File: config.mk
export PLATFORM = sky130hd
export DESIGN_NAME = whiteboard_report_parser_core
export DESIGN_NICKNAME = d
export VERILOG_FILES = /design/src/rtl/wrp_pkg.sv /design/src/rtl/whiteboard_report_parser_core.sv /design/src/rtl/wrp_front.sv /design/src/rtl/wrp_fifo.sv /design/src/rtl/wrp_back.sv
export SDC_FILE = /design/constraint.sdc
export NUM_CORES = 1
export LEC_CHECK = 0
export BUFFER_PORTS_ARGS = -buffer_cell sky130_fd_sc_hd__buf_4
export CAP_MARGIN = 20
export CELL_PAD_IN_SITES_DETAIL_PLACEMENT = 1
export CELL_PAD_IN_SITES_GLOBAL_PLACEMENT = 2
export CORE_ASPECT_RATIO = 0.75
export CORE_UTILIZATION = 50
export DETAILED_ROUTE_END_ITERATION = 10
export GPL_ROUTABILITY_DRIVEN = 1
export PLACE_DENSITY_LB_ADDON = 0.1
export SYNTH_ARGS = -nofsm -noshare
export SYNTH_HDL_FRONTEND = slang
export SYNTH_SLANG_ARGS = --single-unit
export TNS_END_PERCENT = 10
File: constraint.sdc
create_clock -name clk -period 12.8 [get_ports clk]
set_input_delay 2.56 -clock clk [delete_from_list [all_inputs] [get_ports clk]]
set_output_delay 2.56 -clock clk [all_outputs]
set_load 0.03 [all_outputs]
File: src/rtl/wrp_pkg.sv
// Package with the shared types and constants of the whiteboard report parser.
`default_nettype none
package wrp_pkg;

	localparam int MAX_REPORT_DEF  = 100;
	localparam int QUEUE_DEPTH_DEF = 4;

	localparam logic [7:0] KIND_TOUCH   = 8'h05;
	localparam logic [7:0] KIND_STATUS  = 8'h02;
	localparam logic [7:0] KIND_BUTTONS = 8'h06;
	localparam logic [7:0] SUB_MAGIC    = 8'hc3;
	localparam logic [7:0] MINOR_IDLE   = 8'h00;
	localparam logic [7:0] MINOR_PENS   = 8'hd5;

	localparam logic [6:0] LEN_TOUCH_MIN   = 7'd8;
	localparam logic [6:0] LEN_STATUS_MIN  = 7'd6;
	localparam logic [6:0] LEN_BUTTONS_MIN = 7'd2;

	localparam logic [6:0] POS_KIND   = 7'd0;
	localparam logic [6:0] POS_ONE    = 7'd1;
	localparam logic [6:0] POS_TWO    = 7'd2;
	localparam logic [6:0] POS_X_LO   = 7'd4;
	localparam logic [6:0] POS_X_HI   = 7'd5;
	localparam logic [6:0] POS_Y_LO   = 7'd6;
	localparam logic [6:0] POS_Y_HI   = 7'd7;

	localparam int OUT_DATA_W = 48;

	typedef enum logic [3:0] {
		ST_TOUCH   = 4'd0,
		ST_PENS    = 4'd1,
		ST_BUTTONS = 4'd2,
		ST_IDLE    = 4'd3,
		ST_BADLEN  = 4'd4,
		ST_BADSUM  = 4'd5,
		ST_BADSUB  = 4'd6,
		ST_MINOR   = 4'd7,
		ST_KIND    = 4'd8
	} status_t;

	typedef struct packed {
		logic        too_long;
		logic [6:0]  len;
		logic [7:0]  kind;
		logic [7:0]  xsum;
		logic [7:0]  byte_one;
		logic [7:0]  byte_two;
		logic [7:0]  byte_five;
		logic [15:0] x;
		logic [15:0] y;
	} report_rec_t;

endpackage
`default_nettype wire

File: src/rtl/whiteboard_report_parser_core.sv
// Top level of the whiteboard report parser.
// The block takes report bytes on the s_ stream, one request per byte, with s_tlast marking
// the last byte of a report; the first byte of each report is its kind.
// For every report it gives one verdict request on the m_ stream, and nothing for other bytes.
// A byte can be accepted in every clock cycle while the queue is not full, so throughput is one byte per cycle.
// After the last byte of a report is accepted, its summary is written into the queue and its verdict
// is then registered in the output stage and valid on m_tvalid, when the output stage is free.
// A front end collects the report fields and, at the last byte, writes a summary into a queue
// of QUEUE_DEPTH entries; the back end classifies the head entry into the output register.
// When the receiver stalls, the verdict holds on m_tdata and further summaries collect in the
// queue; s_tready falls only while the queue is full, which sets the only limit on input rate.
// The asynchronous reset clears the byte count, the gathered fields, the queue and the output
// valid, so the first byte after reset starts a new report.
// Reports longer than MAX_REPORT bytes are flagged as bad length.
`default_nettype none
module whiteboard_report_parser_core import wrp_pkg::*; #(
	parameter int MAX_REPORT  = MAX_REPORT_DEF,
	parameter int QUEUE_DEPTH = QUEUE_DEPTH_DEF
) (
	input  wire logic                  clk,
	input  wire logic                  arst_n,
	input  wire logic                  s_tvalid,
	output logic                       s_tready,
	input  wire logic [7:0]            s_tdata,  // report_byte
	input  wire logic                  s_tlast,
	output logic                       m_tvalid,
	input  wire logic                  m_tready,
	// status[3:0], touch_down[4], pos_x[20:5], pos_y[36:21], pen_bits[39:37],
	// colour_buttons[43:40], zero fill[47:44]
	output logic [OUT_DATA_W-1:0]      m_tdata
);

	logic        accept, push, pop, full, empty;
	report_rec_t push_rec, head_rec;

	assign s_tready = !full;
	assign accept   = s_tvalid && s_tready;

	wrp_front #(.MAX_REPORT(MAX_REPORT)) u_front (
		.clk      (clk),
		.arst_n   (arst_n),
		.accept   (accept),
		.rx_byte  (s_tdata),
		.rx_last  (s_tlast),
		.push     (push),
		.push_rec (push_rec)
	);

	wrp_fifo #(.DEPTH(QUEUE_DEPTH)) u_fifo (
		.clk      (clk),
		.arst_n   (arst_n),
		.push     (push),
		.push_rec (push_rec),
		.pop      (pop),
		.head_rec (head_rec),
		.full     (full),
		.empty    (empty)
	);

	wrp_back u_back (
		.clk       (clk),
		.arst_n    (arst_n),
		.head_rec  (head_rec),
		.empty     (empty),
		.pop       (pop),
		.out_valid (m_tvalid),
		.out_ready (m_tready),
		.out_data  (m_tdata)
	);

endmodule
`default_nettype wire

File: src/rtl/wrp_front.sv
// Front end: takes report bytes, gathers the fields and queues a summary at the last byte.
`default_nettype none
module wrp_front import wrp_pkg::*; #(
	parameter int MAX_REPORT = MAX_REPORT_DEF
) (
	input  wire logic        clk,
	input  wire logic        arst_n,
	input  wire logic        accept,
	input  wire logic [7:0]  rx_byte,
	input  wire logic        rx_last,
	output logic             push,
	output report_rec_t      push_rec
);

	localparam logic [7:0] LEN_SAT = 8'(MAX_REPORT + 1);
	localparam logic [7:0] LEN_MAX = 8'(MAX_REPORT);

	logic [6:0]  count_q;
	logic [7:0]  kind_q, xsum_q, one_q, two_q, five_q;
	logic [15:0] x_q, y_q;
	logic [7:0]  kind_n, xsum_n, one_n, two_n, five_n;
	logic [15:0] x_n, y_n;
	logic [7:0]  len_raw, len;

	always_comb begin
		kind_n = kind_q;
		xsum_n = xsum_q ^ rx_byte;
		one_n  = one_q;
		two_n  = two_q;
		five_n = five_q;
		x_n    = x_q;
		y_n    = y_q;
		case (count_q)
			POS_KIND: begin
				kind_n = rx_byte;
				xsum_n = 8'd0;
			end
			POS_ONE:  one_n = rx_byte;
			POS_TWO:  two_n = rx_byte;
			POS_X_LO: x_n = {x_q[15:8], rx_byte};
			POS_X_HI: begin
				x_n    = {rx_byte, x_q[7:0]};
				five_n = rx_byte;
			end
			POS_Y_LO: y_n = {y_q[15:8], rx_byte};
			POS_Y_HI: y_n = {rx_byte, y_q[7:0]};
			default: ;
		endcase
		len_raw = {1'b0, count_q} + 8'd1;
		len     = (len_raw > LEN_SAT) ? LEN_SAT : len_raw;
	end

	always_ff @(posedge clk or negedge arst_n) begin
		if (!arst_n) begin
			count_q <= '0;
			kind_q  <= '0;
			xsum_q  <= '0;
			one_q   <= '0;
			two_q   <= '0;
			five_q  <= '0;
			x_q     <= '0;
			y_q     <= '0;
		end else if (accept) begin
			count_q <= rx_last ? 7'd0 : len[6:0];
			kind_q  <= kind_n;
			xsum_q  <= xsum_n;
			one_q   <= one_n;
			two_q   <= two_n;
			five_q  <= five_n;
			x_q     <= x_n;
			y_q     <= y_n;
		end
	end

	always_comb begin
		push               = accept && rx_last;
		push_rec.too_long  = len > LEN_MAX;
		push_rec.len       = len[6:0];
		push_rec.kind      = kind_n;
		push_rec.xsum      = xsum_n;
		push_rec.byte_one  = one_n;
		push_rec.byte_two  = two_n;
		push_rec.byte_five = five_n;
		push_rec.x         = x_n;
		push_rec.y         = y_n;
	end

endmodule
`default_nettype wire

File: src/rtl/wrp_fifo.sv
// Short queue of report summaries between the front and back ends.
`default_nettype none
module wrp_fifo import wrp_pkg::*; #(
	parameter int DEPTH = QUEUE_DEPTH_DEF
) (
	input  wire logic   clk,
	input  wire logic   arst_n,
	input  wire logic   push,
	input  report_rec_t push_rec,
	input  wire logic   pop,
	output report_rec_t head_rec,
	output logic        full,
	output logic        empty
);

	localparam int PW = (DEPTH > 1) ? $clog2(DEPTH) : 1;
	localparam int CW = $clog2(DEPTH + 1);
	localparam logic [PW-1:0] PTR_LAST = PW'(DEPTH - 1);
	localparam logic [CW-1:0] CNT_FULL = CW'(DEPTH);

	report_rec_t   mem_q [DEPTH];
	logic [PW-1:0] wr_ptr_q, rd_ptr_q;
	logic [CW-1:0] cnt_q;
	logic          do_push, do_pop;

	assign full     = cnt_q == CNT_FULL;
	assign empty    = cnt_q == '0;
	assign do_push  = push && !full;
	assign do_pop   = pop && !empty;
	assign head_rec = mem_q[rd_ptr_q];

	always_ff @(posedge clk) begin
		if (do_push) begin
			mem_q[wr_ptr_q] <= push_rec;
		end
	end

	always_ff @(posedge clk or negedge arst_n) begin
		if (!arst_n) begin
			wr_ptr_q <= '0;
			rd_ptr_q <= '0;
			cnt_q    <= '0;
		end else begin
			if (do_push) begin
				wr_ptr_q <= (wr_ptr_q == PTR_LAST) ? '0 : wr_ptr_q + 1'b1;
			end
			if (do_pop) begin
				rd_ptr_q <= (rd_ptr_q == PTR_LAST) ? '0 : rd_ptr_q + 1'b1;
			end
			if (do_push && !do_pop) begin
				cnt_q <= cnt_q + 1'b1;
			end else if (do_pop && !do_push) begin
				cnt_q <= cnt_q - 1'b1;
			end
		end
	end

endmodule
`default_nettype wire

File: src/rtl/wrp_back.sv
// Back end: turns a queued report summary into a verdict and holds it for the receiver.
`default_nettype none
module wrp_back import wrp_pkg::*; (
	input  wire logic                  clk,
	input  wire logic                  arst_n,
	input  report_rec_t                head_rec,
	input  wire logic                  empty,
	output logic                       pop,
	output logic                       out_valid,
	input  wire logic                  out_ready,
	output logic [OUT_DATA_W-1:0]      out_data
);

	status_t      st;
	logic         down;
	logic [15:0]  px, py;
	logic [2:0]   pens;
	logic [3:0]   cols;
	logic         vld_q;
	logic [OUT_DATA_W-1:0] data_q;

	always_comb begin
		st   = ST_KIND;
		down = 1'b0;
		px   = '0;
		py   = '0;
		pens = '0;
		cols = '0;
		if (head_rec.too_long) begin
			st = ST_BADLEN;
		end else if (head_rec.kind == KIND_TOUCH) begin
			if (head_rec.len < LEN_TOUCH_MIN) begin
				st = ST_BADLEN;
			end else begin
				st   = ST_TOUCH;
				down = head_rec.byte_one != 8'd0;
				px   = head_rec.x;
				py   = head_rec.y;
			end
		end else if (head_rec.kind == KIND_STATUS) begin
			if (head_rec.xsum != 8'd0) begin
				st = ST_BADSUM;
			end else if (head_rec.len < LEN_STATUS_MIN) begin
				st = ST_BADLEN;
			end else if (head_rec.byte_one != SUB_MAGIC) begin
				st = ST_BADSUB;
			end else if (head_rec.byte_two == MINOR_IDLE) begin
				st = ST_IDLE;
			end else if (head_rec.byte_two == MINOR_PENS) begin
				st   = ST_PENS;
				pens = head_rec.byte_five[2:0];
			end else begin
				st = ST_MINOR;
			end
		end else if (head_rec.kind == KIND_BUTTONS) begin
			if (head_rec.len < LEN_BUTTONS_MIN) begin
				st = ST_BADLEN;
			end else begin
				st   = ST_BUTTONS;
				cols = head_rec.byte_one[4:1];
			end
		end
	end

	assign pop = !empty && (!vld_q || out_ready);

	always_ff @(posedge clk or negedge arst_n) begin
		if (!arst_n) begin
			vld_q <= 1'b0;
		end else if (!vld_q || out_ready) begin
			vld_q <= !empty;
		end
	end

	always_ff @(posedge clk) begin
		if (pop) begin
			data_q <= {4'd0, cols, pens, py, px, down, st};
		end
	end

	assign out_valid = vld_q;
	assign out_data  = data_q;

endmodule
`default_nettype wire

After elaboration in Yosys (flattened, before gate mapping)
Memories as Yosys holds them, arrays and structs flattened.
Index checks and enable logic that the tools add are counted.
{"block": "word_totals", "reg_bits": 131, "ramBits": 320, "input_bits": 13, "out_inout_bits": 50, "elab_cells": 93, "n_memories": 1}
{"memory": "u_fifo.mem_q", "depth": 4, "width": 80, "read_ports": 1, "rd_ports_with_merged_regs": 0, "write_ports": 1, "line": "wrp_fifo.sv:21", "text": "report_rec_t mem_q [DEPTH];"}
{"block": "classes", "add_sub_neg": 5, "n_lt_le_gt_ge": 5, "n_eq_ne": 14, "mux": 25, "bitwise_logic": 5, "n_reduce_logical": 22}
{"op": "$pmux 16 s2", "count": 2}
{"op": "$mux 8", "count": 6}
{"op": "$eq 7x3->1 const B", "count": 4}
{"op": "$mux 4", "count": 7}
{"op": "$eq 8x3->1 const B", "count": 2}
{"op": "$gt 8x7->1 const B", "count": 2}
{"op": "$reduce_bool 8->1", "count": 2}
{"op": "$mux 3", "count": 5}
{"op": "$add 7x1->8 const B", "count": 1}
{"op": "$eq 8x2->1 const B", "count": 1}
{"op": "$eq 8x8->1 const B", "count": 1}
{"op": "$logic_not 8->1", "count": 1}
{"op": "$ne 8x8->1 const B", "count": 1}
{"op": "$reduce_or 8->1", "count": 1}
{"op": "$xor 8x8->8", "count": 1}
{"op": "$eq 7x1->1 const B", "count": 1}
{"op": "$eq 7x2->1 const B", "count": 1}
{"op": "$logic_and 1x1->1", "count": 7}
{"op": "$logic_not 7->1", "count": 1}
{"op": "$lt 7x2->1 const B", "count": 1}
{"op": "$lt 7x3->1 const B", "count": 1}
{"op": "$lt 7x4->1 const B", "count": 1}
{"op": "$mux 7", "count": 1}
{"op": "$logic_not 1->1", "count": 5}
{"op": "other kinds (13)", "count": 20}

Longest topological paths before layout
{"block": "logic_depth", "word_depth": 9, "depth_mapped": 12, "depth_no_buf": 10}

Hierarchy
Synthesis repeated with hierarchy kept, for this count alone.
{"block": "unflattened", "cells_unflattened": 1016, "area_unflattened_um2": 18391.4}
{"module": "wrp_fifo", "instances": 1, "cells_per_inst": 455, "area_each_um2": 11980.2, "seq_area_each_um2": 9784.4}
{"module": "wrp_front", "instances": 1, "cells_per_inst": 422, "area_each_um2": 4414.2, "seq_area_each_um2": 1976.9}
{"module": "wrp_back", "instances": 1, "cells_per_inst": 137, "area_each_um2": 1986.9, "seq_area_each_um2": 1346.3}
{"module": "whiteboard_report_parser_core", "instances": 1, "cells_per_inst": 2, "area_each_um2": 10.0, "seq_area_each_um2": 0.0}

Worst setup path after synthesis
OpenSTA, ideal clock, no wires.
{"block": "synth_timing", "kind": "input port to flip-flop", "start": "input port m_tready", "end": "register u_fifo.cnt_q[1]", "setup_ns": 0.125, "arrival_time_ns": 6.102, "required_time_ns": 12.675, "setup_slack_ns": 6.573, "cell_stages": 7, "n_path_buf": 0, "cell_sequence": "inv_1 a21oi_1 inv_1 ha_1 inv_1 fa_1 mux2_2"}
{"block": "synth_via", "elab_chain_cells": 6, "word_cells_on_any_way": 8, "classes_between": "1 x mux; 7 x reduce/logical"}
{"item": "from (decl)", "line": "whiteboard_report_parser_core.sv:27", "text": "input wire logic m_tready,"}
{"item": "$logic_or 1x1->1 *", "line": "wrp_back.sv:65", "text": "assign pop = !empty && (!vld_q || out_ready);"}
{"item": "$logic_and 1x1->1 *", "line": "wrp_back.sv:65"}
{"item": "via pop", "line": "whiteboard_report_parser_core.sv:33", "text": "logic accept, push, pop, full, empty;"}
{"item": "$logic_and 1x1->1 *", "line": "wrp_fifo.sv:29", "text": "assign do_pop = pop && !empty;"}
{"item": "$logic_not 1->1", "line": "wrp_fifo.sv:50", "text": "if (do_push && !do_pop) begin"}
{"item": "$logic_and 1x1->1", "line": "wrp_fifo.sv:50"}
{"item": "$mux 3 or $reduce_bool 2->1 (tied branches)"}
{"item": "to (signal assigned)", "line": "wrp_fifo.sv:51", "text": "cnt_q <= cnt_q + 1'b1;"}
{"item": "to (signal assigned)", "line": "wrp_fifo.sv:53", "text": "cnt_q <= cnt_q - 1'b1;"}
{"item": "to (decl)", "line": "wrp_fifo.sv:23", "text": "logic [CW-1:0] cnt_q;"}
The timed path passes the listed nets; every way through them passes the cells marked *.
A chain may end at the register's enable or synchronous reset.

Worst setup path in the final report
{"block": "layout_timing", "start": "register u_fifo.cnt_q[1]", "end": "output port s_tready"}
{"block": "layout_via", "elab_chain_cells": 2}
{"item": "$eq 3x3->1", "line": "wrp_fifo.sv:26", "text": "assign full = cnt_q == CNT_FULL;"}
{"item": "$logic_not 1->1", "line": "whiteboard_report_parser_core.sv:36", "text": "assign s_tready = !full;"}
{"item": "to (decl)", "line": "whiteboard_report_parser_core.sv:23", "text": "output logic s_tready,"}
Every way passes these cells.

==> metrics.txt <==
worst r2r path cells=6; dominant synthesized flop cell=edfxtp_1; CP max stage delay=approximately 0.50 ns; CP Cell Sequence=or3b_2 > buf_4; fraction of registers with async set/reset=0.194; number of port buffers=a little under 60; RePlAce Congestion=0.780; Syn Area/Cell=roughly 18 um^2; Yosys cell types=67; leakage=around 7 nW; Least-Margin Pin Slew=around 0.94 ns; number of H-tree levels=2; core area=between 30,000 and 40,000 um^2; Synth top area share=0.603; VDD IR max=~150 uV; hpwl dp=22.1 mm; post-synth design cell area=~17,000 um^2; CTS tree=yes; number of global-route vias before repair=roughly 9,200; chip width=between 200 and 250 um; P&R area growth vs syn=13.5%; NumNets Final=just over 1,000; yosys warns=0; Hold EP=u_front.five_q[0]$_DFFE_PN0P_; layout cell share with drive strength beyond 1=0.277; f_max=238 MHz; clk root buf=clkbuf_16; most common cell after layout, fill and taps aside=edfxtp_1; Yosys top cell by area=edfxtp_1; Die ar.=around 35,000 um^2; Setup Buffers After CTS=0; # setup viols final=0; Pins Over Slew Limit=0; relative slew slack=0.373; antenna viol nets, final=0; DRT Wirelength=about 37 mm; clk buf depth=3; crit path max-delay cell type=or3b_2; CP startpoint kind=register; worst min path class=register to register; Arrival @ worst endpoint=between 1.5 and 2 ns; DIE HEIGHT=~160 um; CP top delay family=simple AND/OR/NAND/NOR gates; Final Critical Period=between 4 and 5 ns; RR Endpoint=u_back.out_data[2]$_SDFFCE_PP1P_; Placement Rows=57; DR vias=approximately 8,600; max-capacitance violation count=0; FF-to-FF setup slack=between 9 and 10 ns; Worst Setup End Kind=output port; Pwr Density=between 200 and 250 nW/um^2; Worst-path clk slew=around 0.06 ns; largest net degree at the start of global routing=between 50 and 60; final setup TNS=0 ns; most frequent cells in the layout=340 x edfxtp_1, 85 x mux2_2, 80 x dfrtp_1; Seq cells post-synth=between 400 and 500; All-Layer GR Usage=0.223; first-pass GRT wire length=about 57 mm; # IOs=63; Area contributors post-synth=edfxtp_1 60%, dfrtp_1 12%, mux4_2 6.4%, mux2_2 5.7%, a22o_1 1.8%; clock insertion delay at the later pin of the skew report=between 0.5 and 0.6 ns; Pre-antenna DRT Iters=6; hold path start=u_front.five_q[0]$_DFFE_PN0P_; synthesized netlist cell count=between 900 and 1,000; initial DRC count=515; sequential area share after synthesis=0.724; initial antenna violation count=1; Post-synth EDFFs=between 300 and 400; Sink Count=around 420; Tcrit/Tclk final=0.328; CP bufs+invs=1; CTS resizes=0; FF-to-FF Start=u_fifo.rd_ptr_q[0]$_DFFE_PN0P_; Avg Vias per Cell=between 5 and 6; CTS Hold Buffers Added=0; grt total ovfl=0; Hold Path Stages=2; crit path kind=register to output port; RSZ-0062 raised after global routing=no; Ant. Diodes=0; CP Data Required Time=10.24 ns; average wire per standard cell=24.9 um; hold slack=between 0.4 and 0.5 ns; worst-case clock skew=0.0160 ns; drc violations=0; CTS Buf Count=41; Starting Density=0.515; worst-path maximum fanout=4; status=complete, no violations; final count of hold timing violations=0
[logic make-up after synthesis]
kind of cell | count (synthesis) | synth area share
other | 1 | 0.000222
buffers and inverters | 73 | 0.0190
AOI/OAI and AO/OA | 97 | 0.0426
muxes | 143 | 0.134
adders and majority gates | 12 | 0.00931
xor gates and xnor gates | 14 | 0.00724
DFF | 422 | 0.724
and+or+nand+nor | 191 | 0.0633
[cells in the mapped netlist, types with 8 or more instances]
master / count
a22o_1: 34
dfrtp_1: 82
mux4_2: 48
mux4_1: 8
nand2_1: 43
and2_1: 8
nor2b_1: 33
nand2b_1: 8
xnor2_1: 12
nor4_1: 14
ha_1: 11
mux2_2: 85
o21ai_0: 25
nor2_1: 28
clkbuf_1: 40
and3_1: 10
inv_1: 15
edfxtp_1: 340
[worst max-delay path by stage]
| stage | start | to | cells after the start |
|---|---|---|---|
| final | u_fifo.cnt_q[1]$_DFFE_PN0P_ | s_tready | 2 |
| after global placement | m_tready | u_fifo.cnt_q[1]$_DFFE_PN0P_ | 9 |
| after floorplan | m_tready | u_fifo.cnt_q[1]$_DFFE_PN0P_ | 7 |
| after CTS | u_fifo.cnt_q[0]$_DFFE_PN0P_ | s_tready | 2 |
| after global routing | u_fifo.cnt_q[0]$_DFFE_PN0P_ | s_tready | 2 |
| after detailed placement | m_tready | u_fifo.cnt_q[1]$_DFFE_PN0P_ | 9 |
[layer usage]
layer / vias up / part of all wire / global-route usage
met4: 0 / 0.014 / 0.0494
met2: 154 / 0.47 / 0.357
met5: - / 0 / 0
met3: 43 / 0.036 / 0.0307
met1: 4544 / 0.48 / 0.329
li1: 3849 / - / -
[sequential cells by signal (all words and copies together), names as in the netlist, 3 cells and up]
register / cells
u_front.x_q: 16
u_fifo.mem_q: 296
u_front.y_q: 16
u_front.two_q: 8
u_fifo.cnt_q: 3
u_front.kind_q: 8
u_front.one_q: 8
u_back.out_data: 44
u_front.count_q: 7
u_front.five_q: 3
u_front.xsum_q: 8
[tightest hold or removal path, stage by stage, from the launching register on]
cell and delay (ns):
dfrtp_1 0.34, nand2_1 0.05, nand2_1 0.05
[power by group]
part           switching, mW  internal [mW]  total, mW  leakage, nW
Clock                  0.513          0.758       1.27        0.696
Combinational          0.592          0.434       1.03         1.90
Sequential             0.127           1.82       1.94         4.25
Total                   1.23           3.01       4.24         6.85
[cell type report]
| type | count | area [um^2] |
|---|---|---|
| Tap cell | 442 | 553 |
| Clock inverter | 24 | 290 |
| Sequential cell | 422 | 12300 |
| Inverter | 15 | 56.3 |
| Multi-Input combinational cell | 461 | 4390 |
| Timing Repair Buffer | 69 | 518 |
| Clock buffer | 51 | 1140 |
| Fill cell | 2890 | 13700 |
[metrics by stage]
| step | utilization | setup slack (ns) | instance area, um^2 | std cells | total power [mW] |
|---|---|---|---|---|---|
| final | 0.585 | 8.60 | 19200 | 1484 | 4.24 |
| after global routing | 0.585 | 8.51 | 19200 | 1484 | 4.43 |
| after detailed placement | 0.541 | 8.13 | 17800 | 1409 | 3.01 |
| after global placement | 0.541 | 8.21 | 17800 | 1409 | 2.97 |
| after CTS | 0.585 | 8.56 | 19200 | 1484 | 4.29 |
| after floorplan | - | 6.57 | 16900 | 956 | 2.68 |
Note: power is estimated with default switching activity, not from simulation.
